===== src/hdl/acfpe_pkg.sv =====
// ----------------------------------------------------------------------------
// acfpe_pkg
// Shared constants and types for the autocorrelation pitch period estimator.
// ----------------------------------------------------------------------------
`timescale 1ns / 1ps
`default_nettype none

package acfpe_pkg;

  // Frame and value geometry
  localparam int MAX_LAGS = 512;
  localparam int VALUE_W  = 24;
  localparam int LAG_W    = $clog2(MAX_LAGS + 1);

  // Register widths
  localparam int SR_W     = 16;
  localparam int PER_W    = 10;
  localparam int CMP_W    = (LAG_W > PER_W) ? LAG_W : PER_W;

  // Configuration port
  localparam int CFG_IDX_W  = 2;
  localparam int CFG_DATA_W = SR_W;

  typedef enum logic [CFG_IDX_W-1:0] {
    CFG_SAMPLE_RATE = 2'd0,
    CFG_MIN_PERIOD  = 2'd1,
    CFG_MAX_PERIOD  = 2'd2
  } cfg_reg_e;

  // Divider
  localparam int CNT_W = $clog2(SR_W);

  // One finished frame handed from front to back
  typedef struct packed {
    logic [PER_W-1:0] period;
    logic [SR_W-1:0]  sample_rate;
  } job_t;

  typedef struct packed {
    logic empty;
    logic full;
  } q_stat_t;

  typedef enum logic [1:0] {
    BK_IDLE,
    BK_DIV,
    BK_DONE
  } bk_state_t;

endpackage

`default_nettype wire


===== src/hdl/acfpe_if.sv =====
// ----------------------------------------------------------------------------
// acfpe_if
// Valid/ready channels for ACF input beats and pitch result beats.
// ----------------------------------------------------------------------------
`timescale 1ns / 1ps
`default_nettype none

interface acfpe_in_if import acfpe_pkg::*; ();
  logic                      valid;
  logic                      ready;
  logic signed [VALUE_W-1:0] acf_value;
  logic                      last_lag;

  modport source (output valid, output acf_value, output last_lag, input ready);
  modport sink   (input valid, input acf_value, input last_lag, output ready);
endinterface

interface acfpe_out_if import acfpe_pkg::*; ();
  logic             valid;
  logic             ready;
  logic [PER_W-1:0] pitch_period;
  logic [SR_W-1:0]  pitch_hz;

  modport source (output valid, output pitch_period, output pitch_hz, input ready);
  modport sink   (input valid, input pitch_period, input pitch_hz, output ready);
endinterface

`default_nettype wire


===== src/hdl/acfpe_front.sv =====
// ----------------------------------------------------------------------------
// acfpe_front
// Per-lag minimum/maximum search; pushes the frame's period on its last beat.
// ----------------------------------------------------------------------------
`timescale 1ns / 1ps
`default_nettype none

module acfpe_front import acfpe_pkg::*; (
  input  wire logic                      clk,
  input  wire logic                      rst,
  input  wire logic                      in_valid,
  output logic                           in_ready,
  input  wire logic signed [VALUE_W-1:0] acf_value,
  input  wire logic                      last_lag,
  input  wire logic [SR_W-1:0]           sample_rate,
  input  wire logic [PER_W-1:0]          min_period,
  input  wire logic [PER_W-1:0]          max_period,
  input  wire q_stat_t                   q_stat,
  output logic                           push,
  output job_t                           push_job
);

  logic [LAG_W-1:0]          lag_counter;
  logic signed [VALUE_W-1:0] running_min;
  logic signed [VALUE_W-1:0] running_max;
  logic [PER_W-1:0]          max_lag;
  logic                      window_seen;

  logic signed [VALUE_W-1:0] running_min_next;
  logic signed [VALUE_W-1:0] running_max_next;
  logic [PER_W-1:0]          max_lag_next;
  logic                      window_seen_next;
  logic                      in_window;
  logic                      accept;
  logic [PER_W-1:0]          period;

  assign in_ready = !q_stat.full;
  assign accept   = in_valid && in_ready;

  assign in_window = (lag_counter < LAG_W'(MAX_LAGS))
                  && (CMP_W'(lag_counter) >= CMP_W'(min_period))
                  && (CMP_W'(lag_counter) <  CMP_W'(max_period));

  always_comb begin
    running_min_next = running_min;
    running_max_next = running_max;
    max_lag_next     = max_lag;
    window_seen_next = window_seen;
    if (in_window) begin
      if (!window_seen || (acf_value < running_min)) begin
        running_min_next = acf_value;
        running_max_next = acf_value;
        max_lag_next     = PER_W'(lag_counter);
        window_seen_next = 1'b1;
      end else if (acf_value > running_max) begin
        running_max_next = acf_value;
        max_lag_next     = PER_W'(lag_counter);
      end
    end
  end

  // Clamp the found lag to the period limits
  always_comb begin
    priority if (!window_seen_next) begin
      period = max_period;
    end else if (max_lag_next > max_period) begin
      period = max_period;
    end else if (max_lag_next < min_period) begin
      period = min_period;
    end else begin
      period = max_lag_next;
    end
  end

  assign push                 = accept && last_lag;
  assign push_job.period      = period;
  assign push_job.sample_rate = sample_rate;

  always_ff @(posedge clk) begin
    if (rst) begin
      lag_counter <= '0;
      running_min <= '0;
      running_max <= '0;
      max_lag     <= '0;
      window_seen <= 1'b0;
    end else if (accept) begin
      if (last_lag) begin
        lag_counter <= '0;
        running_min <= '0;
        running_max <= '0;
        max_lag     <= '0;
        window_seen <= 1'b0;
      end else begin
        if (lag_counter < LAG_W'(MAX_LAGS)) begin
          lag_counter <= lag_counter + 1'b1;
        end
        running_min <= running_min_next;
        running_max <= running_max_next;
        max_lag     <= max_lag_next;
        window_seen <= window_seen_next;
      end
    end
  end

  a_frame_restart: assert property (@(posedge clk) disable iff (rst)
    push |=> (lag_counter == '0) && !window_seen)
    else $error("frame state not cleared after last beat");

  a_max_after_min: assert property (@(posedge clk) disable iff (rst)
    window_seen |-> (running_max >= running_min))
    else $error("running max below running min");

  a_no_push_full: assert property (@(posedge clk) disable iff (rst)
    push |-> !q_stat.full)
    else $error("push into full queue");

endmodule

`default_nettype wire


===== src/hdl/acfpe_queue.sv =====
// ----------------------------------------------------------------------------
// acfpe_queue
// Two-entry job queue between the search front and the divider back.
// ----------------------------------------------------------------------------
`timescale 1ns / 1ps
`default_nettype none

module acfpe_queue import acfpe_pkg::*; (
  input  wire logic clk,
  input  wire logic rst,
  input  wire logic push,
  input  wire job_t push_job,
  input  wire logic pop,
  output job_t      pop_job,
  output q_stat_t   q_stat
);

  job_t       entries [2];
  logic       wr_ptr;
  logic       rd_ptr;
  logic [1:0] count;

  assign q_stat.empty = (count == 2'd0);
  assign q_stat.full  = (count == 2'd2);
  assign pop_job      = entries[rd_ptr];

  always_ff @(posedge clk) begin
    if (push) begin
      entries[wr_ptr] <= push_job;
    end
  end

  always_ff @(posedge clk) begin
    if (rst) begin
      wr_ptr <= 1'b0;
      rd_ptr <= 1'b0;
      count  <= 2'd0;
    end else begin
      if (push) wr_ptr <= !wr_ptr;
      if (pop)  rd_ptr <= !rd_ptr;
      unique case ({push, pop})
        2'b10:   count <= count + 2'd1;
        2'b01:   count <= count - 2'd1;
        default: count <= count;
      endcase
    end
  end

  a_count_bound: assert property (@(posedge clk) disable iff (rst)
    count <= 2'd2)
    else $error("queue count out of range");

  a_no_pop_empty: assert property (@(posedge clk) disable iff (rst)
    pop |-> !q_stat.empty)
    else $error("pop from empty queue");

  a_ptr_track: assert property (@(posedge clk) disable iff (rst)
    (count == 2'd0 || count == 2'd2) |-> (wr_ptr == rd_ptr))
    else $error("queue pointers disagree with count");

endmodule

`default_nettype wire


===== src/hdl/acfpe_back.sv =====
// ----------------------------------------------------------------------------
// acfpe_back
// Radix-2 restoring divider for sample_rate / period and the result register.
// ----------------------------------------------------------------------------
`timescale 1ns / 1ps
`default_nettype none

module acfpe_back import acfpe_pkg::*; (
  input  wire logic     clk,
  input  wire logic     rst,
  input  wire q_stat_t  q_stat,
  input  wire job_t     pop_job,
  output logic          pop,
  acfpe_out_if.source   out_ch
);

  bk_state_t        state;
  bk_state_t        state_next;
  logic [PER_W-1:0] divisor;
  logic [PER_W:0]   rem;
  logic [SR_W-1:0]  quo;
  logic [CNT_W-1:0] cnt;
  logic [SR_W-1:0]  dividend;
  logic [PER_W:0]   rem_sh;
  logic             q_bit;

  assign rem_sh = {rem[PER_W-1:0], quo[SR_W-1]};
  assign q_bit  = (rem_sh >= {1'b0, divisor});

  always_comb begin
    state_next = state;
    unique case (state)
      BK_IDLE: begin
        if (!q_stat.empty) begin
          state_next = (pop_job.period == '0) ? BK_DONE : BK_DIV;
        end
      end
      BK_DIV: begin
        if (cnt == '0) state_next = BK_DONE;
      end
      BK_DONE: begin
        if (out_ch.ready) state_next = BK_IDLE;
      end
      default: state_next = BK_IDLE;
    endcase
  end

  always_comb begin
    pop                 = (state == BK_IDLE) && !q_stat.empty;
    out_ch.valid        = (state == BK_DONE);
    out_ch.pitch_period = divisor;
    out_ch.pitch_hz     = quo;
  end

  always_ff @(posedge clk) begin
    if (rst) begin
      state <= BK_IDLE;
    end else begin
      state <= state_next;
    end
  end

  // Quotient bits shift in where dividend bits shift out
  always_ff @(posedge clk) begin
    if (pop) begin
      divisor  <= pop_job.period;
      dividend <= pop_job.sample_rate;
      rem      <= '0;
      cnt      <= CNT_W'(SR_W - 1);
      quo      <= (pop_job.period == '0) ? '1 : pop_job.sample_rate;
    end else if (state == BK_DIV) begin
      rem <= q_bit ? (rem_sh - {1'b0, divisor}) : rem_sh;
      quo <= {quo[SR_W-2:0], q_bit};
      cnt <= cnt - 1'b1;
    end
  end

  a_div_nonzero: assert property (@(posedge clk) disable iff (rst)
    (state == BK_DIV) |-> (divisor != '0))
    else $error("divide by zero period");

  a_pop_leaves_idle: assert property (@(posedge clk) disable iff (rst)
    pop |=> (state != BK_IDLE))
    else $error("job popped but divider idle");

  a_quotient_ok: assert property (@(posedge clk) disable iff (rst)
    (state == BK_DONE) && (divisor != '0) |->
      ((SR_W + PER_W)'(quo) * (SR_W + PER_W)'(divisor) <= (SR_W + PER_W)'(dividend))
      && ((SR_W + PER_W)'(dividend) - (SR_W + PER_W)'(quo) * (SR_W + PER_W)'(divisor)
          < (SR_W + PER_W)'(divisor)))
    else $error("quotient inconsistent");

endmodule

`default_nettype wire


===== src/hdl/acf_pitch_period_estimator.sv =====
// ----------------------------------------------------------------------------
// acf_pitch_period_estimator
// Autocorrelation pitch detector: period and frequency per frame.
// ----------------------------------------------------------------------------
// Usage:
//   in_ch carries one autocorrelation beat per lag, lag 0 first. last_lag
//   marks the final beat of a frame. Each frame yields one beat on out_ch
//   with pitch_period (lag of the highest value after the deepest dip inside
//   [min_period, max_period), clamped) and pitch_hz = sample_rate/period,
//   or 65535 if the period is zero.
//   Throughput: one input beat per cycle. The front search takes the beat
//   in the cycle it is offered and hands finished frames to a two-entry
//   queue; in_ch.ready drops only while that queue is full.
//   Divider: the back pops a queued frame whenever it is idle and runs a
//   one-bit-per-cycle restoring divider on it (skipped for a zero period),
//   which sets the frame rate limit.
//   Stall: a result holds on out_ch until ready; meanwhile up to two more
//   frames queue up, after which in_ch stalls.
//   Reset (rst, synchronous): registers go to 8000 / 16 / 160, frame state
//   and queue clear. Write configuration only while idle.
// ----------------------------------------------------------------------------
`timescale 1ns / 1ps
`default_nettype none

module acf_pitch_period_estimator import acfpe_pkg::*; (
  input  wire logic                  clk,
  input  wire logic                  rst,
  input  wire logic                  cfg_we,
  input  wire logic [CFG_IDX_W-1:0]  cfg_index,
  input  wire logic [CFG_DATA_W-1:0] cfg_data,
  acfpe_in_if.sink                   in_ch,
  acfpe_out_if.source                out_ch
);

  // Configuration registers
  logic [SR_W-1:0]  sample_rate;
  logic [PER_W-1:0] min_period;
  logic [PER_W-1:0] max_period;

  // Front to queue to back
  logic    push;
  job_t    push_job;
  logic    pop;
  job_t    pop_job;
  q_stat_t q_stat;

  always_ff @(posedge clk) begin
    if (rst) begin
      sample_rate <= SR_W'(8000);
      min_period  <= PER_W'(16);
      max_period  <= PER_W'(160);
    end else if (cfg_we) begin
      unique case (cfg_index)
        CFG_SAMPLE_RATE: sample_rate <= cfg_data[SR_W-1:0];
        CFG_MIN_PERIOD:  min_period  <= cfg_data[PER_W-1:0];
        CFG_MAX_PERIOD:  max_period  <= cfg_data[PER_W-1:0];
        default:         ; // unmapped index: ignored
      endcase
    end
  end

  acfpe_front u_front (
    .clk         (clk),
    .rst         (rst),
    .in_valid    (in_ch.valid),
    .in_ready    (in_ch.ready),
    .acf_value   (in_ch.acf_value),
    .last_lag    (in_ch.last_lag),
    .sample_rate (sample_rate),
    .min_period  (min_period),
    .max_period  (max_period),
    .q_stat      (q_stat),
    .push        (push),
    .push_job    (push_job)
  );

  acfpe_queue u_queue (
    .clk      (clk),
    .rst      (rst),
    .push     (push),
    .push_job (push_job),
    .pop      (pop),
    .pop_job  (pop_job),
    .q_stat   (q_stat)
  );

  acfpe_back u_back (
    .clk     (clk),
    .rst     (rst),
    .q_stat  (q_stat),
    .pop_job (pop_job),
    .pop     (pop),
    .out_ch  (out_ch)
  );

endmodule

`default_nettype wire


===== src/flat_wrapper.sv =====
// flat-port wrapper written by rule: the top's interface ports become plain ports
module acf_pitch_period_estimator_flat import acfpe_pkg::*;
  (clk, rst, cfg_we, cfg_index, cfg_data, in_ch_valid, in_ch_acf_value, in_ch_last_lag, in_ch_ready, out_ch_valid, out_ch_pitch_period, out_ch_pitch_hz, out_ch_ready);
  acfpe_in_if in_ch_i ();
  acfpe_out_if out_ch_i ();
  input  wire logic clk;
  input  wire logic rst;
  input  wire logic cfg_we;
  input  wire logic [CFG_IDX_W-1:0] cfg_index;
  input  wire logic [CFG_DATA_W-1:0] cfg_data;
  input wire logic [$bits(in_ch_i.valid)-1:0] in_ch_valid;
  input wire logic [$bits(in_ch_i.acf_value)-1:0] in_ch_acf_value;
  input wire logic [$bits(in_ch_i.last_lag)-1:0] in_ch_last_lag;
  output wire logic [$bits(in_ch_i.ready)-1:0] in_ch_ready;
  output wire logic [$bits(out_ch_i.valid)-1:0] out_ch_valid;
  output wire logic [$bits(out_ch_i.pitch_period)-1:0] out_ch_pitch_period;
  output wire logic [$bits(out_ch_i.pitch_hz)-1:0] out_ch_pitch_hz;
  input wire logic [$bits(out_ch_i.ready)-1:0] out_ch_ready;
  assign in_ch_i.valid = in_ch_valid;
  assign in_ch_i.acf_value = in_ch_acf_value;
  assign in_ch_i.last_lag = in_ch_last_lag;
  assign in_ch_ready = in_ch_i.ready;
  assign out_ch_valid = out_ch_i.valid;
  assign out_ch_pitch_period = out_ch_i.pitch_period;
  assign out_ch_pitch_hz = out_ch_i.pitch_hz;
  assign out_ch_i.ready = out_ch_ready;
  acf_pitch_period_estimator u_core (.clk(clk), .rst(rst), .cfg_we(cfg_we), .cfg_index(cfg_index), .cfg_data(cfg_data), .in_ch(in_ch_i), .out_ch(out_ch_i));
endmodule

===== config.mk =====
export PLATFORM = sky130hd
export DESIGN_NAME = acf_pitch_period_estimator_flat
export DESIGN_NICKNAME = d
export VERILOG_FILES = /design/src/hdl/acfpe_pkg.sv /design/src/hdl/acfpe_if.sv /design/src/hdl/acfpe_front.sv /design/src/hdl/acfpe_queue.sv /design/src/hdl/acfpe_back.sv /design/src/hdl/acf_pitch_period_estimator.sv /design/src/flat_wrapper.sv
export SDC_FILE = /design/constraint.sdc
export NUM_CORES = 1
export LEC_CHECK = 0
export BUFFER_PORTS_ARGS = -buffer_cell sky130_fd_sc_hd__buf_2
export CAP_MARGIN = 20
export CORE_ASPECT_RATIO = 1.25
export CORE_MARGIN = 3
export CORE_UTILIZATION = 55
export CTS_CLUSTER_SIZE = 25
export DETAILED_ROUTE_END_ITERATION = 16
export PLACE_DENSITY = 0.78
export SYNTH_ARGS = -nofsm -noshare
export SYNTH_HDL_FRONTEND = slang
export SYNTH_SLANG_ARGS = --single-unit
export TNS_END_PERCENT = 1

===== constraint.sdc =====
create_clock -name clk -period 5.14 [get_ports clk]
set_clock_uncertainty 0.1 [all_clocks]
set_input_delay 0.514 -clock clk [delete_from_list [all_inputs] [get_ports clk]]
set_output_delay 0.514 -clock clk [all_outputs]
set_load 0.02 [all_outputs]

==> impl_metrics.toml <==
[status]
outcome = "complete, no violations"

[timing]
finalMaxSlewViolations = 0
min_period_over_period_pct = 97.9
fmax_mhz = 199
finalSetupViolations = 0
worst_pin_slew_ps = 1080
slew_headroom_pct = 27.5
hold_ws_ps = 146
fin_tns_setup_ps = 0
hold_viol_final = 0
finalCriticalPeriod_ps = 5030

[worst_hold_path]
worstHoldStart = "cfg_data[10]"
min_path_type = "input port to register"
whs_endpoint = "u_core.sample_rate[10]$_SDFFE_PP1P_"
worstHoldPathCells = 3

[route]
vias = 8050
drcViolationCount = 0
via_per_inst = 5.71
drt_wl_total_mm = 24.1
first_iter_violations = 652
detail-route-antenna-nets = 0
drtPass1Iterations = 6
wl_per_cell_um = 17.1

[cells_and_area]
final_common_cell = "nor2_1"
area_delta_synth_final_pct = 18.5
nets = 1314
fillers = 1384
drive_above_1_share_pct = 21.0
final_cell_mix = "nor2_1 (125), dfxtp_1 (116), nand2_1 (93)"
antennaDiodeCount = 0

[floorplan]
die_w_um = 128
core_area_mm2 = 0.0182
ios = 76
start_util_pct = 56.3
fp.dieH_um = 159
die_area_mm2 = 0.0203
row_count = 55

[synth]
synth.avg_cell_area_um2 = 9.79
yosysTopAreaCell = "dfxtp_1"
async_flop_share_pct = 0
synth_area_leaders = "dfxtp_1 (25%), edfxtp_1 (23%), ha_1 (12%)"
synthCells = 1045
synth_top_area_share_pct = 24.6
synth_edf_count = 78
syn-cell-area_mm2 = 0.0102
syn_nets = 1192
ys.flop_type = "dfxtp_1"
synth_cell_types = 61
ys_seq_area_share_pct = 47.5
yosysWarnings = 0
ys_ff_latch = 204

[global_route]
grt_util_all_layers_pct = 23.1
grt_pass1_wl_mm = 38.4
antenna_found_initial = 0
grt_pass1_vias = 7937
grt_max_degree = 72
grt-ovfl-total = 0

[setup_path]
crit_path_cell_trace = "inv_1, ha_4, nand4_1, or4_4, o211a_1, mux2_4, a21oi_4, buf_6, buf_12, mux2_4, ha_1, a21o_1, a21o_1, a2111oi_4, a31oi_1, a21oi_2, inv_2, buf_12, a211oi_4, buf_6, a222oi_1, buf_4"
critPathKind = "register to register"
r2r_cells = 22
critical_path_depth = 22
cp-end-kind = "register"
critPathMaxStageDelay_ps = 570
cp-start-kind = "register"
rrSetupSlack_ps = 110
crit_arrival_ps = 5180
reg2reg_to = "u_core.u_queue.entries[0][23]$_DFFE_PP_"
reg2reg_from = "u_core.u_front.running_max[10]$_SDFFE_PP0P_"
cp_top_family = "compound AO/OA/AOI/OAI gates"
cp.required_ps = 5280
path_buf_inv = 7
crit_fanout = 8
slowest_stage = "or4_4"

[pwr]
powerDensity_mw_per_mm2 = 416
p_leak_nw = 4.84
ir_worst_vdd_mv = 0.275
p_total_mw = 5.05

[cts]
clockBufferDepth = 3
clkLatencyLatePin_ps = 500
cts_tree = "built"
hold_buffers = 0
cts.sinks = 204
h-tree-depth = 1
clk_pin_slew_ps = 60
cts_root_buffer = "clkbuf_16"
numCtsBuffers = 20

[job]
maxCapViolations = 0

[placed_design]
routabilityCongestion = 0.946
place_hpwl_mm = 17.3
io_buffers = 75
==> cells by family after synthesis <==
group | after synthesis | synth area share [%]
AOI/OAI and AO/OA | 223 | 14.4
xor gates and xnor gates | 16 | 1.37
adders and majority gates | 99 | 12.2
buffers and inverters | 140 | 5.21
DFF | 204 | 47.5
muxes | 55 | 5.97
and+or+nand+nor | 308 | 13.4
==> flip-flops by register name (all words and copies together) (netlist names), named ones only <==
| register | cells |
|---|---|
| u_core.u_front.max_lag | 10 |
| u_core.min_period | 10 |
| u_core.u_back.state | 2 |
| u_core.u_queue.wr_ptr | 1 |
| u_core.u_front.lag_counter | 10 |
| u_core.u_queue.rd_ptr | 1 |
| u_core.u_back.cnt | 4 |
| u_core.sample_rate | 16 |
| u_core.u_back.out_ch.pitch_hz | 16 |
| u_core.u_front.running_max | 24 |
| u_core.u_front.window_seen | 1 |
| u_core.max_period | 10 |
| u_core.u_back.rem | 10 |
| u_core.u_front.running_min | 24 |
| u_core.u_back.out_ch.pitch_period | 10 |
| u_core.u_queue.entries | 52 |
| u_core.u_queue.count | 2 |
==> layout make-up <==
class	count	area, µm²	share of cell area, %
clock inverters	7	48.8	0.402
multi-input cells	701	5060	41.8
inverters	99	372	3.07
repair buffers	141	923	7.62
well taps	228	285	2.35
clock buffers	29	554	4.57
flip-flops and latches	204	4880	40.2
==> cells in the mapped netlist (8+ instances only) <==
| library cell | count |
|---|---|
| mux2_4 | 9 |
| nand2_1 | 94 |
| mux2_2 | 11 |
| mux2i_1 | 34 |
| nor2_1 | 127 |
| nor3_1 | 10 |
| nand3b_1 | 8 |
| inv_2 | 10 |
| nand3_1 | 11 |
| dfxtp_1 | 126 |
| a21o_1 | 15 |
| inv_1 | 89 |
| nor2b_1 | 11 |
| a22oi_1 | 56 |
| ha_1 | 98 |
| a21oi_1 | 77 |
| a222oi_1 | 8 |
| xnor2_1 | 12 |
| o21ai_0 | 33 |
| edfxtp_1 | 78 |
| nand4_1 | 17 |
| nand2b_1 | 10 |
| clkbuf_1 | 35 |
==> stage by stage <==
stage / instance area [µm²] / utilization [%] / cells / setup slack (ps)
6_report: 12100 / 66.7 / 1409 / 107
5_1_grt: 12100 / 66.7 / 1409 / -47.9
4_1_cts: 11800 / 65.2 / 1402 / 25.2
3_5_place_dp: 11200 / 61.6 / 1363 / -251
3_3_place_gp: 11200 / 61.6 / 1363 / -116
2_1_floorplan: 10200 / - / 1045 / 20.5
==> layer usage <==
metal | share of wire [%] | global-route usage (%) | vias to the layer above
met1 | 41 | 27.1 | 3844
met4 | 3.3 | 8.44 | 0
met5 | 0 | 0 | -
met3 | 4.5 | 2.72 | 60
li1 | - | - | 3934
met2 | 52 | 43.2 | 212
==> worst register-to-register path: cells and delay by family (launching register included) <==
kind            cells  cell delay, ps
compound gates      9            1740
buf+inv             7             850
simple gates        2             680
mux                 2             630
fa+ha+maj           2             440
flops               1             330
==> timing repair <==
action / 4_1_cts / 5_1_grt
gates cloned: 0 / 1
resized for setup: 6 / 41
pin swaps: 5 / 15
setup endpoints to repair: 14 / 18
setup buffers: 3 / 6
==> power breakdown <==
group          internal (mW)  leakage [nW]  total [mW]  switching [mW]
registers               2.00          1.74        2.13           0.132
clock network          0.755         0.296        1.36           0.602
logic                  0.571          2.81        1.56           0.988
==> worst max path at each step <==
stage	from	endpoint	slack, ps
floorplan	in_ch_acf_value[23]	u_core.u_queue.entries[0][17]$_DFFE_PP_	20
global placement	in_ch_acf_value[13]	u_core.u_queue.entries[1][22]$_DFFE_PP_	-120
detailed placement	in_ch_acf_value[19]	u_core.u_queue.entries[0][23]$_DFFE_PP_	-250
CTS	u_core.u_front.running_max[19]$_SDFFE_PP0P_	u_core.u_queue.entries[1][23]$_DFFE_PP_	30
global route	u_core.u_front.running_max[10]$_SDFFE_PP0P_	u_core.u_queue.entries[1][23]$_DFFE_PP_	-50
finish	u_core.u_front.running_max[10]$_SDFFE_PP0P_	u_core.u_queue.entries[0][23]$_DFFE_PP_	110
Power figures use the tool's default switching activity.
